[src/design/utpp_pkg.sv]
// utpp_pkg: types and constants shared by the uTP packet header parser
// used by utpp_parser and utp_packet_header_parser_unit; no dependencies

package utpp_pkg;

   // fixed header length in bytes
   localparam int HDR_BYTES = 20;

   // widths of the item fields
   localparam int BYTE_W   = 8;
   localparam int ROLE_W   = 3;
   localparam int TYPE_W   = 4;
   localparam int WORD_W   = 16;
   localparam int OFFSET_W = 13;

   // parse position inside a packet
   typedef enum logic [2:0] {
      PH_HEADER,
      PH_EXT_ID,
      PH_EXT_LEN,
      PH_EXT_BODY,
      PH_PAYLOAD
   } phase_type;

   // tag given to each byte
   typedef enum logic [ROLE_W-1:0] {
      ROLE_HEADER,
      ROLE_EXT_ID,
      ROLE_EXT_LEN,
      ROLE_SACK_MASK,
      ROLE_EXT_BODY,
      ROLE_PAYLOAD
   } role_type;

   // one result item
   typedef struct packed {
      logic [BYTE_W-1:0]   byte_out;
      role_type            role;
      logic                last_out;
      logic                packet_ok;
      logic [TYPE_W-1:0]   packet_type;
      logic [WORD_W-1:0]   conn_id;
      logic [WORD_W-1:0]   seq_number;
      logic [WORD_W-1:0]   ack_number;
      logic                sack_present;
      logic [BYTE_W-1:0]   sack_len;
      logic [OFFSET_W-1:0] payload_offset;
      logic [OFFSET_W-1:0] payload_size;
   } result_type;

endpackage

[src/design/utp_packet_header_parser_unit.sv]
// utp_packet_header_parser_unit: stream top level of the uTP header parser
// depends on utpp_pkg and utpp_parser
//
// Usage: packet bytes enter on the req_ channel, one item per byte, with
// req_tlast on the final byte of a packet. For every byte one item leaves
// on the rsp_ channel: the byte itself, its role in rsp_tuser, and on the
// final byte (rsp_tlast) the packet summary in the upper tdata bits.
// csr_ writes the selective-ack extension id and is always ready; the user must
// write it only while no packet byte is in flight; the block does not check.
// Each accepted item sits in the input register, then moves into the result
// register, which drives rsp_tvalid. Throughput: one byte per cycle while
// rsp_tready stays high, set by the combinational parse step between the
// two registers.
// Reset (synchronous, active high) empties both registers, sets the
// selective-ack id to 1 and starts a new packet at the header.
// When the receiver stalls, the result register holds; the input register
// takes one more item, then req_tready falls until rsp_tready returns.

module utp_packet_header_parser_unit
   import utpp_pkg::*;
#(
   parameter int MAX_PACKET_BYTES = 4096
) (
   input  logic        clock,
   input  logic        reset,
   // request channel
   input  logic        req_tvalid,
   output logic        req_tready,
   input  logic [7:0]  req_tdata,   // [7:0] byte_value
   input  logic        req_tlast,   // is_last
   // response channel
   output logic        rsp_tvalid,
   input  logic        rsp_tready,
   output logic [95:0] rsp_tdata,   // byte_out, packet_ok, packet_type, conn_id,
                                    // seq_number, ack_number, sack_present,
                                    // sack_len, payload_offset, payload_size
   output logic [2:0]  rsp_tuser,   // role
   output logic        rsp_tlast,   // last_out
   // configuration write
   input  logic        csr_valid,
   output logic        csr_ready,
   input  logic [7:0]  csr_data     // sack_ext_id
);

   logic              in_valid_ff;
   logic [BYTE_W-1:0] in_byte_ff;
   logic              in_last_ff;
   logic              rsp_valid_ff;
   result_type        rsp_ff;
   logic [BYTE_W-1:0] sack_id_ff;
   logic              advance;
   result_type        result;

   // input register moves on when the result register is free
   assign advance    = in_valid_ff && (!rsp_valid_ff || rsp_tready);
   assign req_tready = !in_valid_ff || advance;
   assign csr_ready  = 1'b1;

   // configuration register
   always_ff @(posedge clock) begin
      if (reset) begin
         sack_id_ff <= BYTE_W'(1);
      end else if (csr_valid) begin
         sack_id_ff <= csr_data;
      end
   end

   // input register
   always_ff @(posedge clock) begin
      if (reset) begin
         in_valid_ff <= 1'b0;
      end else if (req_tready) begin
         in_valid_ff <= req_tvalid;
      end
   end

   always_ff @(posedge clock) begin
      if (req_tready && req_tvalid) begin
         in_byte_ff <= req_tdata;
         in_last_ff <= req_tlast;
      end
   end

   utpp_parser #(
      .MAX_PACKET_BYTES (MAX_PACKET_BYTES)
   ) u_parser (
      .clock       (clock),
      .reset       (reset),
      .step        (advance),
      .byte_value  (in_byte_ff),
      .is_last     (in_last_ff),
      .sack_ext_id (sack_id_ff),
      .result      (result)
   );

   // result register
   always_ff @(posedge clock) begin
      if (reset) begin
         rsp_valid_ff <= 1'b0;
      end else if (!rsp_valid_ff || rsp_tready) begin
         rsp_valid_ff <= in_valid_ff;
      end
   end

   always_ff @(posedge clock) begin
      if (advance) begin
         rsp_ff <= result;
      end
   end

   // pack the result item
   assign rsp_tvalid = rsp_valid_ff;
   assign rsp_tuser  = rsp_ff.role;
   assign rsp_tlast  = rsp_ff.last_out;
   assign rsp_tdata  = {rsp_ff.payload_size, rsp_ff.payload_offset, rsp_ff.sack_len,
                        rsp_ff.sack_present, rsp_ff.ack_number, rsp_ff.seq_number,
                        rsp_ff.conn_id, rsp_ff.packet_type, rsp_ff.packet_ok,
                        rsp_ff.byte_out};

endmodule

[src/design/utpp_parser.sv]
// utpp_parser: per-packet parse state and the single-pass byte classifier
// depends on utpp_pkg

module utpp_parser
   import utpp_pkg::*;
#(
   parameter int MAX_PACKET_BYTES = 4096
) (
   input  logic              clock,
   input  logic              reset,
   input  logic              step,
   input  logic [BYTE_W-1:0] byte_value,
   input  logic              is_last,
   input  logic [BYTE_W-1:0] sack_ext_id,
   output result_type        result
);

   // byte counter saturates at the packet limit; data start can run past it
   localparam int CW = $clog2(MAX_PACKET_BYTES + 1);
   localparam int DW = $clog2(MAX_PACKET_BYTES + 257);

   logic [CW-1:0]     count_ff, count_in;
   phase_type         phase_ff, phase_in;
   logic [BYTE_W-1:0] next_id_ff, next_id_in;
   logic [BYTE_W-1:0] left_ff, left_in;
   logic              cur_sack_ff, cur_sack_in;
   logic              sack_seen_ff, sack_seen_in;
   logic [BYTE_W-1:0] sack_len_ff, sack_len_in;
   logic [DW-1:0]     data_start_ff, data_start_in;
   logic              error_ff, error_in;
   logic [TYPE_W-1:0] type_ff, type_in;
   logic [WORD_W-1:0] conn_ff, conn_in;
   logic [WORD_W-1:0] seq_ff, seq_in;
   logic [WORD_W-1:0] ack_ff, ack_in;

   // next state and result for the byte in hand
   always_comb begin
      logic [CW-1:0]     idx;
      logic [DW-1:0]     size;
      logic [BYTE_W-1:0] left_dec;
      phase_type         after_ext;
      role_type          role;
      logic              ok;

      idx       = count_ff;
      size      = DW'(idx) + DW'(1);
      left_dec  = left_ff - BYTE_W'(1);
      after_ext = (next_id_ff != '0) ? PH_EXT_ID : PH_PAYLOAD;
      role      = ROLE_HEADER;

      count_in      = count_ff;
      phase_in      = phase_ff;
      next_id_in    = next_id_ff;
      left_in       = left_ff;
      cur_sack_in   = cur_sack_ff;
      sack_seen_in  = sack_seen_ff;
      sack_len_in   = sack_len_ff;
      data_start_in = data_start_ff;
      error_in      = error_ff | (idx >= CW'(MAX_PACKET_BYTES));
      type_in       = type_ff;
      conn_in       = conn_ff;
      seq_in        = seq_ff;
      ack_in        = ack_ff;

      case (phase_ff)
         PH_HEADER: begin
            role = ROLE_HEADER;
            if (idx == CW'(0)) type_in = byte_value[7:4];
            if (idx == CW'(1)) next_id_in = byte_value;
            if (idx == CW'(2)) conn_in[15:8] = byte_value;
            if (idx == CW'(3)) conn_in[7:0] = byte_value;
            if (idx == CW'(16)) seq_in[15:8] = byte_value;
            if (idx == CW'(17)) seq_in[7:0] = byte_value;
            if (idx == CW'(18)) ack_in[15:8] = byte_value;
            if (idx == CW'(HDR_BYTES - 1)) begin
               ack_in[7:0]   = byte_value;
               data_start_in = DW'(HDR_BYTES);
               phase_in      = after_ext;
            end
         end
         PH_EXT_ID: begin
            role        = ROLE_EXT_ID;
            cur_sack_in = (next_id_ff == sack_ext_id);
            if (next_id_ff == sack_ext_id) sack_seen_in = 1'b1;
            next_id_in  = byte_value;
            phase_in    = PH_EXT_LEN;
         end
         PH_EXT_LEN: begin
            role    = ROLE_EXT_LEN;
            left_in = byte_value;
            if (cur_sack_ff) sack_len_in = byte_value;
            data_start_in = size + DW'(byte_value);
            phase_in = (byte_value == '0) ? after_ext : PH_EXT_BODY;
         end
         PH_EXT_BODY: begin
            role    = cur_sack_ff ? ROLE_SACK_MASK : ROLE_EXT_BODY;
            left_in = left_dec;
            if (left_dec == '0) phase_in = after_ext;
         end
         default: begin
            role = ROLE_PAYLOAD;
         end
      endcase

      if (idx < CW'(MAX_PACKET_BYTES)) count_in = count_ff + CW'(1);

      // packet summary on the final byte
      ok = !error_in && (size >= DW'(HDR_BYTES)) && (phase_in != PH_EXT_LEN)
           && (phase_in != PH_EXT_BODY) && (data_start_in <= size);

      result          = '0;
      result.byte_out = byte_value;
      result.role     = role;
      result.last_out = is_last;
      if (is_last) begin
         result.packet_ok    = ok;
         result.packet_type  = type_in;
         result.conn_id      = conn_in;
         result.seq_number   = seq_in;
         result.ack_number   = ack_in;
         result.sack_present = sack_seen_in;
         result.sack_len     = sack_len_in;
         if (ok) begin
            result.payload_offset = OFFSET_W'(data_start_in);
            result.payload_size   = OFFSET_W'(size - data_start_in);
         end
      end
   end

   // parse state, cleared after the final byte of each packet
   always_ff @(posedge clock) begin
      if (reset || (step && is_last)) begin
         count_ff      <= '0;
         phase_ff      <= PH_HEADER;
         next_id_ff    <= '0;
         left_ff       <= '0;
         cur_sack_ff   <= 1'b0;
         sack_seen_ff  <= 1'b0;
         sack_len_ff   <= '0;
         data_start_ff <= '0;
         error_ff      <= 1'b0;
         type_ff       <= '0;
         conn_ff       <= '0;
         seq_ff        <= '0;
         ack_ff        <= '0;
      end else if (step) begin
         count_ff      <= count_in;
         phase_ff      <= phase_in;
         next_id_ff    <= next_id_in;
         left_ff       <= left_in;
         cur_sack_ff   <= cur_sack_in;
         sack_seen_ff  <= sack_seen_in;
         sack_len_ff   <= sack_len_in;
         data_start_ff <= data_start_in;
         error_ff      <= error_in;
         type_ff       <= type_in;
         conn_ff       <= conn_in;
         seq_ff        <= seq_in;
         ack_ff        <= ack_in;
      end
   end

endmodule

[config.mk]
export PLATFORM = sky130hd
export DESIGN_NAME = utp_packet_header_parser_unit
export DESIGN_NICKNAME = d
export VERILOG_FILES = /design/src/design/utpp_pkg.sv /design/src/design/utp_packet_header_parser_unit.sv /design/src/design/utpp_parser.sv
export SDC_FILE = /design/constraint.sdc
export NUM_CORES = 1
export LEC_CHECK = 0
export BUFFER_PORTS_ARGS = -buffer_cell sky130_fd_sc_hd__buf_2
export CAP_MARGIN = 5
export CORE_MARGIN = 8
export CORE_UTILIZATION = 54
export DETAILED_ROUTE_END_ITERATION = 12
export MAX_ROUTING_LAYER = met4
export PLACE_DENSITY = 0.79
export SLEW_MARGIN = 0
export SYNTH_ARGS = -nofsm -noshare
export SYNTH_HDL_FRONTEND = slang
export SYNTH_HIERARCHICAL = 1
export SYNTH_SLANG_ARGS = --single-unit
[constraint.sdc]
create_clock -name clock -period 4.6 [get_ports clock]
set_clock_uncertainty 0.05 [all_clocks]
set_input_delay 0.92 -clock clock [delete_from_list [all_inputs] [get_ports clock]]
set_output_delay 0.92 -clock clock [all_outputs]
set_load 0.02 [all_outputs]
# Word level (Yosys, flattened, before mapping)
# Cells that the tools add are included.
# classes
mux,27
n_bitwise,1
eq_ne,14
magnitude_cmp,4
add_sub_neg,4
n_reduce_logical,25
# ops
cell,n
$mux W8,9
$eq A13 B5 Y1 const B,4
$mux W16,3
$pmux W8 S2,2
$eq A13 B2 Y1 const B,2
$pmux W13 S2,1
$pmux W3 S4,2
$logic_not A8 Y1,2
$mux W3,5
$add A13 B1 Y13 const B,1
$add A13 B8 Y13,1
$eq A13 B1 Y1 const B,1
$ge A13 B13 Y1 const B,1
$ge A13 B5 Y1 const B,1
$le A13 B13 Y1,1
$logic_not A13 Y1,1
$lt A13 B13 Y1 const B,1
$mux W13,1
$sub A13 B13 Y13,1
$eq A8 B8 Y1,1
$mux W4,2
$reduce_and A2 Y1,4
$reduce_bool A8 Y1,1
$sub A8 B1 Y8 const B,1
12 further kinds,26
# word_totals
reg_bits,227
elab_cells,105
input_bits,22
out_inout_bits,103

# Depth between registers and ports, before layout
# Gate-level depths: netlist of run 1.
# depth
depth_word,9
mapped_depth,18
ltp_nobuf,17

# Hierarchy
# Netlist of run 1, hierarchy kept.
# modules_own_cells
mod,seq_area_each_um2,instances,cells_each,area_per_inst_um2
utpp_parser,2162.1,1,944,7888.8
utp_packet_header_parser_unit,3473.3,1,147,3658.5

# Worst setup path after synthesis of run 1
# Ideal clock, no wire load.
# synth_timing
kind,input to register
start,input rsp_tready
end,register u_parser.left_ff[2]
cell_stages,10
arrival_time_ps,4740
required_ps,4422
path_buffers,2
setup_ps,128
path_slack_ps,-318
path_cell_list,nand2b_1 and2_1 clkbuf_1 inv_2 nor2_1 and2_1 clkbuf_1 o21ai_0 a21oi_1 nor2_1
# synth_between
elab_chain_cells,4
word_cells_on_any_way,5
classes_between,5 x reduce/logical
# synth_rtl
element,line,rtl
start: declaration,utp_packet_header_parser_unit.sv:33,"input logic rsp_tready,"
$logic_or A1 B1 Y1 (*),utp_packet_header_parser_unit.sv:55,assign advance = in_valid_ff && (!rsp_valid_ff || rsp_tready);
$logic_and A1 B1 Y1 (*),utp_packet_header_parser_unit.sv:55,
via advance,utp_packet_header_parser_unit.sv:51,logic advance;
$logic_and A1 B1 Y1,utpp_parser.sv:132,if (reset || (step && is_last)) begin
$logic_or A1 B1 Y1,utpp_parser.sv:132,
end signal: assignment,utpp_parser.sv:150,left_ff <= left_in;
end: declaration,utpp_parser.sv:25,"logic [BYTE_W-1:0] left_ff, left_in;"
# The timed path passes the listed nets; every way through them passes the cells marked *.
# A chain may end at the register's enable or synchronous reset.

# Worst setup path after layout of run 1
# layout_timing
start,register u_parser.count_ff[1]
end,"register rsp_ff, in the netlist rsp_tdata[95] (data pin)"
# layout_between
elab_chain_cells,8
word_cells_on_any_way,20
classes_between,3 x add/sub; 3 x order compare; 3 x eq/ne; 4 x mux; 1 x bitwise; 6 x reduce/logical
# layout_rtl
element,line,rtl
start: declaration,utpp_parser.sv:22,"logic [CW-1:0] count_ff, count_in;"
start signal: assignment,utpp_parser.sv:147,count_ff <= count_in;
branches (longest 8 deep; another with $add A13 B1 Y13),--,
end signal: assignment,utp_packet_header_parser_unit.sv:107,rsp_ff <= result;
end: declaration,utp_packet_header_parser_unit.sv:49,result_type rsp_ff;
# Several ways; the timed one is not identified.

==> impl_metrics.env, run 1 <==
export IMPL_outcome="finished, final reports clean"
export IMPL_viasPerCell=5.804
export IMPL_maximum_achievable_frequency_mhz=232.2
export IMPL_cts_bufs_inserted=25
export IMPL_syn_mean_instance_area_um2=10.58
export IMPL_via_count=8631
export IMPL_holdCritPathClass="flop to flop"
export IMPL_post_drt_wl_per_cell_um=18.96
export IMPL_period_needed_ns=4.307
export IMPL_place_inst=1438
export IMPL_core_area_um2=21020
export IMPL_design_portCount=125
export IMPL_synth_edff_count=109
export IMPL_clkLatencyLatePin_ns=0.52
export IMPL_slew_limit_headroom=0.2743
export IMPL_dieHeight_um=162.2
export IMPL_levels_on_crit_path=16
export IMPL_detail_route_antenna_nets=0
export IMPL_synth_top_cells_by_area="edfxtp_1, dfxtp_1, mux2i_1, nor2_1, ha_1"
export IMPL_arrival_ns=4.58
export IMPL_yosys_most_used_dff="dfxtp_1"
export IMPL_globalRouteOverflowTotal=0
export IMPL_worstPathMaxFanout=26
export IMPL_die_boundary_width_um=162.2
export IMPL_grt_max_degree=101
export IMPL_gpl_final_weighted_congestion=0.9232
export IMPL_crit_path_frequent_cell="ha_1"
export IMPL_drtPass1Iterations=5
export IMPL_layout_drive_gt1_share=0.2277
export IMPL_timing_critical_path_required_ns=4.87
export IMPL_final_fill_count=1716
export IMPL_type_of_the_setup_path_with_the_least_slack="flop to flop"
export IMPL_syn_inst=1091
export IMPL_peak_supply_drop_v=0.0002983
export IMPL_clock_sinks=227
export IMPL_synth_seq_area_share=0.4880
export IMPL_global_route_usage_met1=0.2706
export IMPL_grt_met3_usage=0.03948
export IMPL_starting_drc_count_in_detailed_routing=699
export IMPL_first_global_vias=8366
export IMPL_r2r_worst_path_depth=16
export IMPL_cp_num_buf_inv=1
export IMPL_grt_pass1_wl_um=44500
export IMPL_synth_cell_area_um2=11550
export IMPL_setup_worst_path_start_class="flop"
export IMPL_post_synth_top_area_fraction=0.2835
export IMPL_cpLargestDelayFamily="compound AO/OA/AOI/OAI gates"
export IMPL_cp_cell_sequence="ha_1 -> nand3_2 -> nor2_2 -> xor2_2 -> ha_1 -> or3_1 -> o211ai_1 -> xor2_1 -> a21oi_2 -> ha_1 -> nand3_1 -> a211o_1 -> nand2_1 -> o2111ai_2 -> buf_12 -> a2111oi_2"
export IMPL_holdPathStages=2
export IMPL_tightestPinTransition_ns=1.086
export IMPL_drcViolationCount=0
export IMPL_ctsHtreeMaxLevel=1
export IMPL_dieArea_um2=26320
export IMPL_worstSetupEndpointType="flop"
export IMPL_slew_viol_final=0
export IMPL_async_reset_ff_frac=0
export IMPL_grt_busiest_layer="met2"
export IMPL_cts_root_to_sink_buffers=3
export IMPL_portBuffers=123
export IMPL_max_cap_violations=0
export IMPL_synth_net_count=1143
export IMPL_fin_nets=1245
export IMPL_detailed_place_hpwl_um=19030
export IMPL_floorplan_rows=53
export IMPL_start_util=0.5493
export IMPL_synth_warning_count=6
export IMPL_area_growth_synth_to_final_pct=14.30
export IMPL_antenna_found_initial=0
export IMPL_post_synth_num_cell_types=84
export IMPL_cpPeakStageDelay_ns=0.41
export IMPL_timing_critical_path_slowest_stage_cell="dfxtp_2"
export IMPL_hold_ws_ns=0.4043
export IMPL_num_antenna_cells=0
export IMPL_globalRouteTotalUtil=0.2124
export IMPL_power_leakage_uw=0.004907
export IMPL_timing_hold_violations_final=0
export IMPL_yosys_register_bits=227
export IMPL_cts_root_buf="clkbuf_16"
export IMPL_globalRouteMet2Util=0.3371
export IMPL_path_clk_slew_ns=0.06
export IMPL_layout_cells_non_filler=1487
export IMPL_tritoncts_clock_tree="built"
export IMPL_final_period_utilization=0.9362
export IMPL_finalSetupViolCount=0
export IMPL_netlist_top_cell_by_area="edfxtp_1"
export IMPL_power_per_cell_area_nw_per_um2=348.8
export IMPL_wirelength_um=28190
[final cells by class]
type,instances,area [um^2],area share
Clock buffer,32,671.9,0.05091
Clock inverter,14,120.1,0.009100
Inverter,21,78.83,0.005972
Multi-Input combinational cell,756,5388,0.4082
Sequential cell,227,5638,0.4271
Tap cell,275,344.1,0.02607
Timing Repair Buffer,162,958.4,0.07261
[worst paths after layout]
path,from,endpoint,slack (ns)
worst max-delay path,u_parser/count_ff[1],rsp_tdata[95],0.29
worst min-delay path,u_parser/sack_len_ff[3],u_parser/sack_len_ff[3],0.40
worst max register to register,u_parser/count_ff[1],rsp_tdata[95],0.29
worst min register to register,u_parser/sack_len_ff[3],u_parser/sack_len_ff[3],0.40
[metal layers]
layer	vias up	share of wire
li1	4103	-
met1	4144	0.42
met2	328	0.47
met3	56	0.076
met4	0	0.027
met5	-	0
[worst reg2reg max path, stage by stage (launching register included)]
cell and delay (ns):
dfxtp_2 0.41, ha_1 0.21, nand3_2 0.16, nor2_2 0.19, xor2_2 0.21, ha_1 0.27, or3_1 0.38, o211ai_1 0.23
xor2_1 0.21, a21oi_2 0.11, ha_1 0.41, nand3_1 0.10, a211o_1 0.30, nand2_1 0.10, o2111ai_2 0.18, buf_12 0.22
a2111oi_2 0.38
[flip-flops by register name, summed over array words and instances (netlist names), 3 cells and up]
register                count
u_parser/sack_len_ff        8
u_parser/left_ff            8
u_parser/type_ff            4
rsp_tdata                  96
u_parser/phase_ff           3
u_parser/ack_ff            16
u_parser/conn_ff           16
rsp_tuser                   3
sack_id_ff                  8
u_parser/data_start_ff     13
u_parser/next_id_ff         8
u_parser/seq_ff            16
in_byte_ff                  8
u_parser/count_ff          13
[per-stage QoR]
stage	setup TNS (ns)	area, um^2	total power (uW)	utilization	worst slack (ns)
after detailed placement	0	12350	2720	0.5873	0.04219
after CTS	0	13140	4632	0.6250	0.02280
final	0	13200	4604	0.6279	0.2934
after global routing	-0.005894	13200	4759	0.6279	-0.005894
after floorplan	0	11550	2579	-	0.1569
after global placement	0	12350	2709	0.5873	0.2481
[placed cells by master, fill, tap and decap left out, types with 5 or more instances in the layout]
master / n
buf_4: 35
and2_1: 5
a21oi_1: 57
nand3_1: 27
a211oi_2: 22
xor2_1: 19
nor3_1: 10
a21boi_0: 16
dfxtp_1: 116
buf_2: 123
a211oi_1: 16
clkinv_1: 5
clkbuf_1: 5
edfxtp_1: 109
ha_1: 27
clkbuf_16: 25
o21ai_0: 20
nand4_1: 5
xnor2_1: 22
inv_1: 19
and3_1: 12
nor3b_1: 5
nand2b_1: 7
nor2b_1: 46
or3_1: 12
nor2_1: 111
nand2_1: 82
a21o_1: 9
mux2i_1: 112
a21oi_2: 7
or4_1: 7
o211ai_1: 10
[cell usage after synthesis (all sizes together), types with 2 or more instances]
library cell / number
or3: 12
nand2: 84
xor2: 21
a2111oi: 5
inv: 20
xnor2: 22
edfxtp: 109
dfxtp: 118
nand4: 5
and3: 14
or4: 8
o31ai: 3
nor4: 7
a211o: 3
and2: 6
a211oi: 39
nor2b: 47
o22ai: 3
nand3b: 2
clkbuf: 47
buf: 39
ha: 28
nand3: 30
o21a: 4
o211ai: 10
o2111ai: 4
nand2b: 7
nor3: 16
a31oi: 5
fa: 2
o311ai: 2
nor2: 117
o21bai: 4
o21ai: 23
or2: 2
a21o: 10
a21oi: 64
nor3b: 5
mux2i: 112
a21boi: 17
[cell families (layout without fill, tap and decap cells)]
| kind of cell | after synthesis | after routing | share of synthesized area |
|---|---|---|---|
| and+or+nand+nor | 367 | 367 | 0.1673 |
| DFF | 227 | 227 | 0.4880 |
| AOI/OAI and AO/OA | 203 | 203 | 0.1308 |
| muxes | 112 | 112 | 0.09709 |
| buffers and inverters | 108 | 229 | 0.04941 |
| xor gates and xnor gates | 43 | 43 | 0.03326 |
| adders and majority gates | 30 | 30 | 0.03381 |
| other | 1 | 1 | 0.0003248 |
[power breakdown]
group	total [uW]	leakage, uW	internal (uW)	switching (uW)
clock network	1920	0.000379	1100	817
logic	491	0.00251	166	325
registers	2200	0.00202	2170	26.6
[what timing repair did]
action,CTS,global route
endpoints found under the hold margin,0,0
buffers inserted,0,3
endpoints found under the setup margin,0,27
gates resized for setup,0,12
hold buffers,0,0
Note: power is estimated with default switching activity, not from simulation.
==> run 2: changes to the inputs <==
GPL_TIMING_DRIVEN = 0   (was default)
==> run 2 against run 1 <==
Effect of this change: total power is 5.8% higher; largest cell class unchanged; flip-flop and latch count stayed put; register-to-register slack worse by 0.17 ns; worst hold slack better by 0.0050 ns; combinational power is 10% higher; non-clock buffer count is 62 higher; critical path type unchanged; critical path depth stayed put.
==> impl_metrics.env, run 2 (same netlist as run 1, synthesis figures left out) <==
export IMPL_path_clk_slew_ns=0.06
export IMPL_drtPass1Iterations=6
export IMPL_cp_cell_sequence="ha_1 -> clkbuf_4 -> nand3_4 -> nor2_4 -> xor2_4 -> ha_1 -> or3_1 -> o211ai_1 -> xor2_1 -> a21oi_2 -> ha_2 -> nand4_1 -> nor4_4 -> o2111ai_4 -> buf_12 -> a2111oi_2"
export IMPL_dieHeight_um=162.2
export IMPL_antenna_found_initial=0
export IMPL_type_of_the_setup_path_with_the_least_slack="flop to flop"
export IMPL_layout_drive_gt1_share=0.2418
export IMPL_finalSetupViolCount=0
export IMPL_slew_viol_final=0
export IMPL_maximum_achievable_frequency_mhz=223.6
export IMPL_ctsHtreeMaxLevel=1
export IMPL_final_period_utilization=0.9723
export IMPL_period_needed_ns=4.472
export IMPL_dieArea_um2=26320
export IMPL_cts_root_buf="clkbuf_16"
export IMPL_grt_pass1_wl_um=46290
export IMPL_final_common_cell="buf_2"
export IMPL_post_drt_wl_per_cell_um=19.52
export IMPL_area_growth_synth_to_final_pct=19.20
export IMPL_dpl_instance_area_um2=12530
export IMPL_start_util=0.5493
export IMPL_floorplan_rows=53
export IMPL_post_route_cell_area_um2=13760
export IMPL_via_count=8915
export IMPL_clock_sinks=227
export IMPL_cts_bufs_inserted=25
export IMPL_worstSetupEndpointType="flop"
export IMPL_timing_critical_path_required_ns=4.88
export IMPL_timing_critical_path_slowest_stage_cell="dfxtp_4"
export IMPL_preCtsSetupSlack_ns=-1.261
export IMPL_fin_nets=1307
export IMPL_place_inst=1489
export IMPL_detail_route_antenna_nets=0
export IMPL_cpPeakStageDelay_ns=0.40
export IMPL_hold_buffers=0
export IMPL_max_cap_violations=0
export IMPL_first_global_vias=8493
export IMPL_globalRouteOverflowTotal=0
export IMPL_largest_reg_flops=96
export IMPL_clkLatencyLatePin_ns=0.53
export IMPL_final_cell_mix="buf_2, dfxtp_1, mux2i_1"
export IMPL_viasPerCell=5.755
export IMPL_starting_drc_count_in_detailed_routing=858
export IMPL_setup_ws_ns=0.1276
export IMPL_worstPathMaxFanout=9
export IMPL_tritoncts_clock_tree="built"
export IMPL_area_sequential_um2=5643
export IMPL_die_boundary_width_um=162.2
export IMPL_num_antenna_cells=0
export IMPL_portBuffers=122
export IMPL_detailed_place_hpwl_um=20880
export IMPL_holdCritPathClass="flop to flop"
export IMPL_tightestPinTransition_ns=1.287
export IMPL_power_per_cell_area_nw_per_um2=353.8
export IMPL_rsz0062_at_grt="true"
export IMPL_cts_root_to_sink_buffers=3
export IMPL_timing_hold_violations_final=0
export IMPL_outcome="finished, final reports clean"
export IMPL_core_area_um2=21020
export IMPL_layout_cells_non_filler=1549
export IMPL_grt_max_degree=65
export IMPL_design_portCount=125
export IMPL_gpl_final_weighted_congestion=0.9112
export IMPL_arrival_ns=4.76
export IMPL_setup_worst_path_start_class="flop"
export IMPL_wirelength_um=30240
export IMPL_multi_input_area_um2=5553
export IMPL_final_fill_count=1590
export IMPL_slew_limit_headroom=0.1338
export IMPL_drcViolationCount=0
export IMPL_peak_supply_drop_v=0.0002375
export IMPL_crit_path_frequent_cell="ha_1"
export IMPL_globalRouteTotalUtil=0.2261
export IMPL_power_leakage_uw=0.005117
-- run 2: cell types whose count changed in the layout (fill, tap and decap cells not counted), sizes merged --
| cell | previous run | this run |
|---|---|---|
| clkinvlp | 3 | 4 |
| clkbuf | 32 | 74 |
| clkinv | 9 | 8 |
| buf | 162 | 177 |
| bufinv | 1 | 5 |
| inv | 22 | 23 |
-- run 2: power by group --
group	leakage [uW]	switching [uW]	internal (uW)
registers	0.00202	25.9	2170
clock network	0.000421	839	1290
logic	0.00267	351	191
total	0.00512	1220	3650
-- run 2: critical path, delay by kind of cell, from the launching register on --
kind,cells,cell delay [ns]
compound gates,4,0.91
xor+xnor,2,0.45
fa+ha+maj,3,0.83
buf+inv,2,0.40
flops,1,0.40
simple gates,5,1.23
-- run 2: final cells by class --
class / count / share of cell area
Multi-Input combinational cell: 756 / 0.4034
Timing Repair Buffer: 137 / 0.05490
Sequential cell: 227 / 0.4100
Inverter: 21 / 0.005727
Clock buffer: 27 / 0.04600
Tap cell: 275 / 0.02500
Buffer: 87 / 0.03636
Clock inverter: 19 / 0.01863
-- run 2: through the flow --
stage	power, uW	utilization	hold WS (ns)	TNS [ns]
2_1_floorplan	2579	-	0.3841	0
3_3_place_gp	2719	0.5948	0.3933	-28.26
3_5_place_dp	2731	0.5962	0.3987	-28.62
4_1_cts	4879	0.6458	0.4078	0
5_1_grt	5024	0.6548	0.4249	-0.5407
6_report	4870	0.6548	0.4093	0
-- run 2: per-layer routing --
metal  share of wire  global-route usage  wire length [um]
met5               0                   -                 0
met4           0.021             0.06439               649
met3           0.082             0.05214              2477
met2            0.47              0.3515             14250
met1            0.43              0.2910             12860
-- run 2: repair_timing --
item / 4_1_cts / 5_1_grt
gates resized for setup: 22 / 25
setup endpoints to repair: 27 / 27
pin swaps: 9 / 8
cloned: 0 / 0
setup buffers: 5 / 9
-- run 2: path summary, 6_finish.rpt --
check / end / slack (ns) / startpoint / depth (start not counted)
min: u_parser/sack_len_ff[2] / 0.41 / u_parser/sack_len_ff[2] / 2
max: rsp_tdata[95] / 0.13 / u_parser/count_ff[1] / 16
min reg2reg: u_parser/sack_len_ff[2] / 0.41 / u_parser/sack_len_ff[2] / 2
max reg2reg: rsp_tdata[95] / 0.13 / u_parser/count_ff[1] / 16
